## src/sv/hse_pkg.sv

```systemverilog
// Heap sort engine package: sizes, storage types and the structs passed
// between the sequencer and the top level. No dependencies.
`default_nettype none

package hse_pkg;

    localparam int MAX_ITEMS = 64;
    localparam int DATA_W    = 32;
    localparam int ADDR_W    = $clog2(MAX_ITEMS);
    localparam int CNT_W     = $clog2(MAX_ITEMS + 1);
    // child index 2*p+2 needs two bits more than an address
    localparam int CHILD_W   = ADDR_W + 2;

    typedef logic signed [DATA_W-1:0] value_t;
    typedef logic [ADDR_W-1:0]        addr_t;
    typedef logic [CNT_W-1:0]         cnt_t;
    typedef logic [CHILD_W-1:0]       child_t;

    // one write port, two registered read ports
    typedef struct packed {
        logic   we;
        addr_t  waddr;
        value_t wdata;
        addr_t  raddr_a;
        addr_t  raddr_b;
    } ram_req_t;

    // sorted value handed to the output register
    typedef struct packed {
        logic   valid;
        value_t value;
        logic   last;
    } emit_t;

endpackage

`default_nettype wire

```

## src/sv/hse_intf.sv

```systemverilog
// Request channels of the heap sort engine: load side and result side.
// Depends on hse_pkg.
`default_nettype none

interface hse_load_if;
    logic               valid;
    logic               ready;
    hse_pkg::value_t    sort_value;
    logic               is_last;

    modport source (output valid, output sort_value, output is_last, input ready);
    modport sink   (input valid, input sort_value, input is_last, output ready);
endinterface

interface hse_result_if;
    logic               valid;
    logic               ready;
    hse_pkg::value_t    sorted_value;
    logic               last_out;

    modport source (output valid, output sorted_value, output last_out, input ready);
    modport sink   (input valid, input sorted_value, input last_out, output ready);
endinterface

`default_nettype wire

```

## src/sv/hse_ram.sv

```systemverilog
// Generic synchronous RAM: one write port, two read ports, read data
// registered. No dependencies.
`default_nettype none

module hse_ram #(
    parameter int DEPTH = 64,
    parameter int WIDTH = 32
) (
    input  wire logic                     clk,
    input  wire logic                     we,
    input  wire logic [$clog2(DEPTH)-1:0] waddr,
    input  wire logic [WIDTH-1:0]         wdata,
    input  wire logic [$clog2(DEPTH)-1:0] raddr_a,
    input  wire logic [$clog2(DEPTH)-1:0] raddr_b,
    output logic      [WIDTH-1:0]         rdata_a,
    output logic      [WIDTH-1:0]         rdata_b
);

    logic [WIDTH-1:0] mem [DEPTH];

    always_ff @(posedge clk)
    begin
        if (we)
        begin
            mem[waddr] <= wdata;
        end
        rdata_a <= mem[raddr_a];
        rdata_b <= mem[raddr_b];
    end

endmodule

`default_nettype wire

```

## src/sv/hse_ctrl.sv

```systemverilog
// Heap sort sequencer: loads values, heapifies, extracts and streams the
// store out through the result register. Depends on hse_pkg, hse_intf.
`default_nettype none

module hse_ctrl (
    input  wire logic              clk,
    input  wire logic              rst_n,
    hse_load_if.sink               load,
    input  wire logic              out_free,
    output hse_pkg::emit_t         emit,
    output hse_pkg::ram_req_t      ram_req,
    input  wire hse_pkg::value_t   rdata_a,
    input  wire hse_pkg::value_t   rdata_b
);

    typedef enum logic [3:0] {
        S_LOAD,
        S_BUILD_RD,
        S_BUILD_HOLD,
        S_SIFT_RD,
        S_SIFT_CMP,
        S_SWAP_RD,
        S_SWAP_WR,
        S_EMIT_RD,
        S_EMIT_WR
    } state_t;

    state_t          state_reg,   state_next;
    hse_pkg::cnt_t   count_reg,   count_next;
    hse_pkg::cnt_t   len_reg,     len_next;
    hse_pkg::addr_t  root_reg,    root_next;
    hse_pkg::addr_t  parent_reg,  parent_next;
    hse_pkg::addr_t  idx_reg,     idx_next;
    logic            extract_reg, extract_next;
    hse_pkg::value_t hold_reg,    hold_next;

    logic            stored;
    hse_pkg::cnt_t   n_new;
    hse_pkg::child_t child0;
    hse_pkg::child_t child1;
    hse_pkg::child_t len_ext;
    logic            use_b;
    hse_pkg::value_t big;
    hse_pkg::addr_t  big_addr;
    logic            sift_done;
    logic            emit_last;

    assign stored    = count_reg < hse_pkg::CNT_W'(hse_pkg::MAX_ITEMS);
    assign n_new     = stored ? count_reg + hse_pkg::CNT_W'(1) : count_reg;
    assign child0    = {1'b0, parent_reg, 1'b1};
    assign child1    = child0 + hse_pkg::CHILD_W'(1);
    assign len_ext   = hse_pkg::CHILD_W'(len_reg);
    assign use_b     = (child1 < len_ext) && (rdata_b > rdata_a);
    assign big       = use_b ? rdata_b : rdata_a;
    assign big_addr  = use_b ? child1[hse_pkg::ADDR_W-1:0] : child0[hse_pkg::ADDR_W-1:0];
    assign emit_last = (hse_pkg::CNT_W'(idx_reg) + hse_pkg::CNT_W'(1)) == count_reg;

    assign load.ready = (state_reg == S_LOAD);

    always_comb
    begin
        state_next   = state_reg;
        count_next   = count_reg;
        len_next     = len_reg;
        root_next    = root_reg;
        parent_next  = parent_reg;
        idx_next     = idx_reg;
        extract_next = extract_reg;
        hold_next    = hold_reg;
        sift_done    = 1'b0;

        ram_req       = '0;
        emit.valid    = 1'b0;
        emit.value    = rdata_a;
        emit.last     = emit_last;

        unique case (state_reg)
            S_LOAD:
            begin
                ram_req.waddr = count_reg[hse_pkg::ADDR_W-1:0];
                ram_req.wdata = load.sort_value;
                if (load.valid)
                begin
                    ram_req.we = stored;
                    count_next = n_new;
                    if (load.is_last)
                    begin
                        extract_next = 1'b0;
                        len_next     = n_new;
                        idx_next     = '0;
                        if (n_new < hse_pkg::CNT_W'(2))
                        begin
                            state_next = S_EMIT_RD;
                        end
                        else
                        begin
                            root_next  = hse_pkg::ADDR_W'((n_new >> 1) - hse_pkg::CNT_W'(1));
                            state_next = S_BUILD_RD;
                        end
                    end
                end
            end
            S_BUILD_RD:
            begin
                ram_req.raddr_a = root_reg;
                state_next      = S_BUILD_HOLD;
            end
            S_BUILD_HOLD:
            begin
                hold_next   = rdata_a;
                parent_next = root_reg;
                len_next    = count_reg;
                state_next  = S_SIFT_RD;
            end
            S_SIFT_RD:
            begin
                ram_req.raddr_a = child0[hse_pkg::ADDR_W-1:0];
                ram_req.raddr_b = child1[hse_pkg::ADDR_W-1:0];
                ram_req.waddr   = parent_reg;
                ram_req.wdata   = hold_reg;
                if (child0 < len_ext)
                begin
                    state_next = S_SIFT_CMP;
                end
                else
                begin
                    // leaf reached: park the held value here
                    ram_req.we = 1'b1;
                    sift_done  = 1'b1;
                end
            end
            S_SIFT_CMP:
            begin
                ram_req.we    = 1'b1;
                ram_req.waddr = parent_reg;
                if (big <= hold_reg)
                begin
                    ram_req.wdata = hold_reg;
                    sift_done     = 1'b1;
                end
                else
                begin
                    ram_req.wdata = big;
                    parent_next   = big_addr;
                    state_next    = S_SIFT_RD;
                end
            end
            S_SWAP_RD:
            begin
                ram_req.raddr_a = '0;
                ram_req.raddr_b = idx_reg;
                state_next      = S_SWAP_WR;
            end
            S_SWAP_WR:
            begin
                // top goes to the end; old end value sifts down from the root
                ram_req.we    = 1'b1;
                ram_req.waddr = idx_reg;
                ram_req.wdata = rdata_a;
                hold_next     = rdata_b;
                parent_next   = '0;
                len_next      = hse_pkg::CNT_W'(idx_reg);
                extract_next  = 1'b1;
                state_next    = S_SIFT_RD;
            end
            S_EMIT_RD:
            begin
                ram_req.raddr_a = idx_reg;
                if (out_free)
                begin
                    state_next = S_EMIT_WR;
                end
            end
            S_EMIT_WR:
            begin
                emit.valid = 1'b1;
                if (emit_last)
                begin
                    count_next = '0;
                    state_next = S_LOAD;
                end
                else
                begin
                    idx_next   = idx_reg + hse_pkg::ADDR_W'(1);
                    state_next = S_EMIT_RD;
                end
            end
            default:
            begin
                state_next = S_LOAD;
            end
        endcase

        if (sift_done)
        begin
            if (!extract_reg)
            begin
                if (root_reg == '0)
                begin
                    idx_next   = hse_pkg::ADDR_W'(count_reg - hse_pkg::CNT_W'(1));
                    state_next = S_SWAP_RD;
                end
                else
                begin
                    root_next  = root_reg - hse_pkg::ADDR_W'(1);
                    state_next = S_BUILD_RD;
                end
            end
            else if (len_reg == hse_pkg::CNT_W'(1))
            begin
                idx_next   = '0;
                state_next = S_EMIT_RD;
            end
            else
            begin
                idx_next   = idx_reg - hse_pkg::ADDR_W'(1);
                state_next = S_SWAP_RD;
            end
        end
    end

    always_ff @(posedge clk or negedge rst_n)
    begin
        if (!rst_n)
        begin
            state_reg   <= S_LOAD;
            count_reg   <= '0;
            extract_reg <= 1'b0;
        end
        else
        begin
            state_reg   <= state_next;
            count_reg   <= count_next;
            extract_reg <= extract_next;
        end
    end

    always_ff @(posedge clk)
    begin
        len_reg    <= len_next;
        root_reg   <= root_next;
        parent_reg <= parent_next;
        idx_reg    <= idx_next;
        hold_reg   <= hold_next;
    end

endmodule

`default_nettype wire

```

## src/sv/heap_sort_engine.sv

```systemverilog
// Heap sort engine top level: sequencer, value RAM and result register.
// Depends on hse_pkg, hse_intf, hse_ram, hse_ctrl.
`default_nettype none

// Values arrive one per request on load and are stored until the request
// flagged is_last; at most MAX_ITEMS (64) are kept, later ones are dropped.
// Loading accepts one request per cycle. The set of n values is then sorted
// in place in a two-read, one-write RAM: the heap build sifts down
// n/2 roots and extraction runs n-1 swap-and-sift passes; each sift level
// reads both children, then compares and writes back; at a leaf the held
// value is written directly. Each swap reads the top and end, then writes
// the top to the end, and each build root is read, then held. Results
// then leave in ascending order, each read from the RAM and then written
// to the result register when result is free, with last_out on the final
// one. load is not ready from the is_last request until the final result
// has entered the result register.
module heap_sort_engine (
    input  wire logic clk,
    input  wire logic rst_n,
    hse_load_if.sink     load,
    hse_result_if.source result
);

    hse_pkg::ram_req_t ram_req;
    hse_pkg::value_t   rdata_a;
    hse_pkg::value_t   rdata_b;
    hse_pkg::emit_t    emit;
    logic              out_free;

    logic              out_valid_reg;
    hse_pkg::value_t   out_value_reg;
    logic              out_last_reg;

    assign out_free = !out_valid_reg || result.ready;

    hse_ctrl u_ctrl (
        .clk      (clk),
        .rst_n    (rst_n),
        .load     (load),
        .out_free (out_free),
        .emit     (emit),
        .ram_req  (ram_req),
        .rdata_a  (rdata_a),
        .rdata_b  (rdata_b)
    );

    hse_ram #(
        .DEPTH (hse_pkg::MAX_ITEMS),
        .WIDTH (hse_pkg::DATA_W)
    ) u_ram (
        .clk     (clk),
        .we      (ram_req.we),
        .waddr   (ram_req.waddr),
        .wdata   (ram_req.wdata),
        .raddr_a (ram_req.raddr_a),
        .raddr_b (ram_req.raddr_b),
        .rdata_a (rdata_a),
        .rdata_b (rdata_b)
    );

    always_ff @(posedge clk or negedge rst_n)
    begin
        if (!rst_n)
        begin
            out_valid_reg <= 1'b0;
        end
        else if (emit.valid)
        begin
            out_valid_reg <= 1'b1;
        end
        else if (result.ready)
        begin
            out_valid_reg <= 1'b0;
        end
    end

    always_ff @(posedge clk)
    begin
        if (emit.valid)
        begin
            out_value_reg <= emit.value;
            out_last_reg  <= emit.last;
        end
    end

    assign result.valid        = out_valid_reg;
    assign result.sorted_value = out_value_reg;
    assign result.last_out     = out_last_reg;

endmodule

`default_nettype wire

```

## src/flat_wrapper.sv

```systemverilog
// flat-port wrapper written by rule: the top's interface ports become plain ports
module heap_sort_engine_flat 
  (clk, rst_n, load_valid, load_sort_value, load_is_last, load_ready, result_valid, result_sorted_value, result_last_out, result_ready);
  hse_load_if load_i ();
  hse_result_if result_i ();
  input  wire logic clk;
  input  wire logic rst_n;
  input wire logic [$bits(load_i.valid)-1:0] load_valid;
  input wire logic [$bits(load_i.sort_value)-1:0] load_sort_value;
  input wire logic [$bits(load_i.is_last)-1:0] load_is_last;
  output wire logic [$bits(load_i.ready)-1:0] load_ready;
  output wire logic [$bits(result_i.valid)-1:0] result_valid;
  output wire logic [$bits(result_i.sorted_value)-1:0] result_sorted_value;
  output wire logic [$bits(result_i.last_out)-1:0] result_last_out;
  input wire logic [$bits(result_i.ready)-1:0] result_ready;
  assign load_i.valid = load_valid;
  assign load_i.sort_value = load_sort_value;
  assign load_i.is_last = load_is_last;
  assign load_ready = load_i.ready;
  assign result_valid = result_i.valid;
  assign result_sorted_value = result_i.sorted_value;
  assign result_last_out = result_i.last_out;
  assign result_i.ready = result_ready;
  heap_sort_engine u_core (.clk(clk), .rst_n(rst_n), .load(load_i), .result(result_i));
endmodule
```

## config.mk

```make
export PLATFORM = sky130hd
export DESIGN_NAME = heap_sort_engine_flat
export DESIGN_NICKNAME = d
export VERILOG_FILES = /design/src/sv/hse_pkg.sv /design/src/sv/hse_intf.sv /design/src/sv/hse_ram.sv /design/src/sv/hse_ctrl.sv /design/src/sv/heap_sort_engine.sv /design/src/flat_wrapper.sv
export SDC_FILE = /design/constraint.sdc
export NUM_CORES = 2
export LEC_CHECK = 0
export BUFFER_PORTS_ARGS = -buffer_cell sky130_fd_sc_hd__buf_2
export CORE_MARGIN = 4
export CORE_UTILIZATION = 30
export CTS_BUF_LIST = sky130_fd_sc_hd__clkbuf_16
export DETAILED_ROUTE_END_ITERATION = 6
export PLACE_DENSITY = 0.5
export SLEW_MARGIN = 20
export SYNTH_ARGS = -nofsm -noshare
export SYNTH_HDL_FRONTEND = slang
export SYNTH_HIERARCHICAL = 1
export SYNTH_SLANG_ARGS = --single-unit
```

## constraint.sdc

```tcl
create_clock -name clk -period 22 [get_ports clk]
set_clock_uncertainty 0.2 [all_clocks]
set_input_delay 4.4 -clock clk [delete_from_list [all_inputs] [get_ports clk]]
set_output_delay 4.4 -clock clk [all_outputs]
set_load 0.1 [all_outputs]
```

==> results <==
- The run finished, with violations left.
- The final reports fail on design-rule violations.
- After layout, the minimum clock period comes to 7.87 ns.
- The final hold violation count came to 0.
- The count of nets left with antenna violations once routing finished came out at 0.
- The share of total power dissipated in the clock network is 0.483.
- The nature of the critical path endpoint is a flip-flop.
- The reported leakage power is 40.8 nW.
- The proportion of power drawn by combinational gates is 0.001.
- The synthesized area divided by synthesized cell count is 19.3 um2.
- At the pin with the least slew margin, the transition time is 1.29 ns.
- The detailed-route wire length per cell is around 33 um.
- The worst hold path begins at u_core/u_ram/rdata_a[27]$_DFF_P_.
- Clock-pin slew was measured on the worst setup and hold paths at 0.06 ns.
- The clock root buffer is clkbuf_16.
- Traced cell by cell, the critical path runs through inv_1 > ha_1 > nand4_1 > or2_2 > nor4_1 > a211oi_1 > o311ai_4 > buf_4 > mux2i_1 > inv_1 > ha_1 > nand4_1 > nor4_4 > and4_4 > o31ai_2 > a221oi_4 > nand2_4 > o21ai_4 > buf_4.
- Setup violations remaining at the end of the flow were counted as 0.
- The post-cts sizing count is 0.
- In this run the post-CTS setup repair buffer count came out at 0.
- After routing, the total negative slack on setup checks comes to 0 ns.
- The analysis attributes to net switching a power of between 1.5 and 2 mW.
- Synthesis instantiated 82 different standard cells from the library.
- The register-to-register path setup slack is between 10 and 15 ns.
- The reg-to-reg critical path endpoint is u_core/u_ram/mem[13][4]$_DFFE_PP_.
- The number of buffers between clock root and the deepest sink is 4.
- The number of nets in the synthesized netlist is 5512.
- Once detailed placement completed, the half-perimeter wirelength came to 207000 um.
- The number of global-route vias before repair is 59500.
- The number of rows created at floorplan is 216.
- The floorplan step set the die width to 597 um.
- The global-route wire length before repair is 476000 um.
- The relative slew slack is 0.141.
- The critical path data arrival time is 8.21 ns.
- On the worst path, the slowest cell contributes a delay of between 0.6 and 0.7 ns.
- Counting every instance in the synthesized netlist gives 5392.
- The power density over the cells is 74.1 nW/um2.
- The number of antenna violations at the first check in global routing is 22.
- For this run the aggregate overflow at the end of global routing stands at 0.
- For this design, the sink count on the clock tree is 2215.
- The remaining design rule violation count is 1.
- In the routed layout, each cell is associated on average with a via count of 5.69.
- The total global-route track usage is 0.187.
- The number of flip-flops in the largest register is 2048.
- At the worst endpoint, the required time is 22.34 ns.
- More flip-flops sit in one register than any other, and that register is u_core/u_ram/mem.
- The die area is around 360000 um2.
- In the final layout, the share of cells above drive strength 1 is 0.343.
- CTS built an H-tree with a depth of 4.
- Counting flops with a built-in enable in the synthesized netlist gives 2126.
- The signed area change from the synthesized netlist to the final layout is 14.2%.
- The count of yosys warnings during synthesis is 6.
- The worst reg-to-reg path cell count is 19.
- Along the worst hold path, the cell count comes to 0.
- The first detailed-routing pass took 7 iterations.
- The number of pins exceeding their max-slew limit in the final report was 0.
- The share of the Yosys chip area taken by registers is 0.630.
- For this run, the leading register cell type out of synthesis is edfxtp_1.
- In this run the count of I/O pins placed on the die edge is about 70.
- The DRC marker count from the first detailed-route iteration is 7013.
- The total wire length after detailed routing is 341000 um.
- The number of violations of the max-capacitance limit is 0.
- The initial standard-cell utilization of the core is 0.301.
- The TritonCTS clock tree is yes.
- Once placement completed, the tool counted placed cells totaling a little under 10000.
- The cell-internal power is 7.10 mW.
- The post-synthesis instance area is 104000 um2.
- The CTS buffer count is 243.
- For this run, the top clock speed supported by timing is 0.127 GHz.
- The later pin in the worst-skew pair is clocked with a latency of 0.91 ns.
- The quantity of hold-fixing buffers added after cts is 0.
- The filler-free cell count of the finished design is ~10000.
- In the final design database the tool counted 5585 nets.
- The routed layout has 58300 vias.
- Entering global routing, the biggest net connects between 100 and 150 pins.
- The worst min-delay path class is flip-flop to flip-flop.
- The largest fanout on the critical path is 64.
- The type of the worst setup path is flip-flop to flip-flop.
- IR analysis of the VDD net gives a maximum drop of 0.0738 mV.
- Setup repair after global routing left no endpoint under its margin.
- The worst register-to-register path begins at u_core/u_ram/rdata_a[31]$_DFF_P_.
- The smallest hold slack is 0.299 ns.
- The height of the die is roughly 600 um.
- The core region area is 346000 um2.
- The number of input and output port buffers inserted is 71.
- STA classifies the critical path startpoint as a flip-flop.
- Grouping stages by cell kind, the critical path spends the most delay in simple AND/OR/NAND/NOR gates.
- Among all stages on the critical path, the largest delay is contributed by nand2_4.
- At the end of routability-driven placement, the weighted congestion stood at 0.846.
- The share of the clock period used by the worst path after layout is 0.358.
- Of the total power, registers draw 0.516.
- For this run, asynchronously set or reset flops after synthesis account for 0.00587.
- Together, buffers and inverters on the worst path number 4.
- The flop and latch count out of synthesis is 2215.
- The share of total power consumed by net switching is 0.195.
- The end of the worst hold path is u_core/result.sorted_value[27]$_DFFE_PP_.
[area by class of cell]
class,instances,area (um2)
timing repair buffer,263,1970
antenna,5,12.5
fill,32200,227000
tap,4578,5730
inverter,128,480
multi-input combinational,2614,36800
clock buffer,246,6160
clock inverter,199,2110
sequential,2215,65700
[power groups by stage]
stage	combinational [mW]	clock, mW	sequential (mW)
2_1_floorplan	0.000237	0	4.64
3_3_place_gp	0.00601	0	4.64
3_5_place_dp	0.00593	0	4.64
4_1_cts	0.00601	4.35	4.55
5_1_grt	0.00637	4.54	4.54
6_report	0.00599	4.26	4.55
[cell usage in the layout, fill, tap and decap left out, types with 9 or more instances in the layout]
cell type and instances:
clkinvlp_4 15, nor3_1 12, nand4_1 16, nand2_1 181, o21ai_4 31, mux2i_1 237, a22oi_1 92, o32a_1 11
dfxtp_1 76, o21ai_0 82, xor2_1 13, mux2_2 41, a21oi_1 117, bufinv_16 45, buf_2 71, nand3_1 33
a32oi_1 9, buf_4 178, xnor2_1 19, clkbuf_16 246, mux4_2 1124, buf_12 14, clkinv_1 55, ha_1 83
o211ai_1 29, edfxtp_1 2126, or2_2 12, nor2b_1 21, a222oi_1 37, o22ai_1 54, o221ai_1 16, dfrtp_1 13
inv_1 156, nor2_1 70, a221oi_1 13, nand2b_1 20, nor2_4 73, clkinv_2 45, o21ai_1 32, a211oi_1 19
[metal layers]
metal	global-route usage	vias up	wire (um)
met5	0.00500	-	287
met1	0.264	32100	145000
met2	0.289	2536	157000
met4	0.0458	18	8570
met3	0.0476	505	30500
li1	-	23200	-
[cells in the mapped netlist (25+ instances only)]
library cell,count,share of area
ha_1,83,0.010
o21ai_1,54,0.0026
buf_4,90,0.0065
nand3_1,33,0.0016
buf_2,127,0.0061
clkbuf_1,171,0.0062
mux2_2,41,0.0044
a222oi_1,37,0.0036
inv_1,124,0.0045
a22oi_1,92,0.0066
a21oi_1,118,0.0057
nor2_1,143,0.0051
mux4_2,1124,0.24
dfxtp_1,76,0.015
nand2_1,185,0.0067
mux2i_1,237,0.023
buf_1,31,0.0011
nor2b_1,25,0.0015
edfxtp_1,2126,0.61
o22ai_1,62,0.0037
o211ai_1,29,0.0021
o21ai_0,90,0.0043
[stage by stage]
step	power [mW]	utilization	instance area (um2)	setup WS (ns)
after detailed placement	4.64	0.320	111000	13.63
final	8.81	0.344	119000	14.13
after floorplan	4.64	-	104000	14.00
after global placement	4.64	0.320	111000	13.63
after CTS	8.90	0.343	119000	14.03
after global routing	9.09	0.344	119000	13.71
[kinds of logic (layout without fill, tap and decap cells)]
group | Yosys count | count (layout) | synth area share
compound gates | 596 | 596 | 0.0383
xor+xnor | 32 | 32 | 0.00269
fa+ha+maj | 83 | 83 | 0.00996
buf+inv | 563 | 836 | 0.0263
flops | 2215 | 2215 | 0.630
mux | 1402 | 1402 | 0.270
other cells | 0 | 5 | 0
simple gates | 501 | 501 | 0.0224
[how the worst max path moves through the flow]
| stage | from | cells after the start | slack, ns | endpoint |
|---|---|---|---|---|
| 3_3_place_gp | load_valid | 9 | 13.63 | u_core/u_ram/mem[6][9]$_DFFE_PP_ |
| 4_1_cts | u_core/u_ram/rdata_a[31]$_DFF_P_ | 20 | 14.03 | u_core/u_ram/mem[45][27]$_DFFE_PP_ |
| 2_1_floorplan | load_valid | 6 | 14.00 | u_core/u_ram/mem[48][0]$_DFFE_PP_ |
| 3_5_place_dp | load_valid | 9 | 13.63 | u_core/u_ram/mem[6][1]$_DFFE_PP_ |
| 6_report | u_core/u_ram/rdata_a[31]$_DFF_P_ | 19 | 14.13 | u_core/u_ram/mem[13][4]$_DFFE_PP_ |
| 5_1_grt | u_core/u_ram/rdata_a[31]$_DFF_P_ | 19 | 13.71 | u_core/u_ram/mem[4][1]$_DFFE_PP_ |
(Power assumes the default switching activity.)
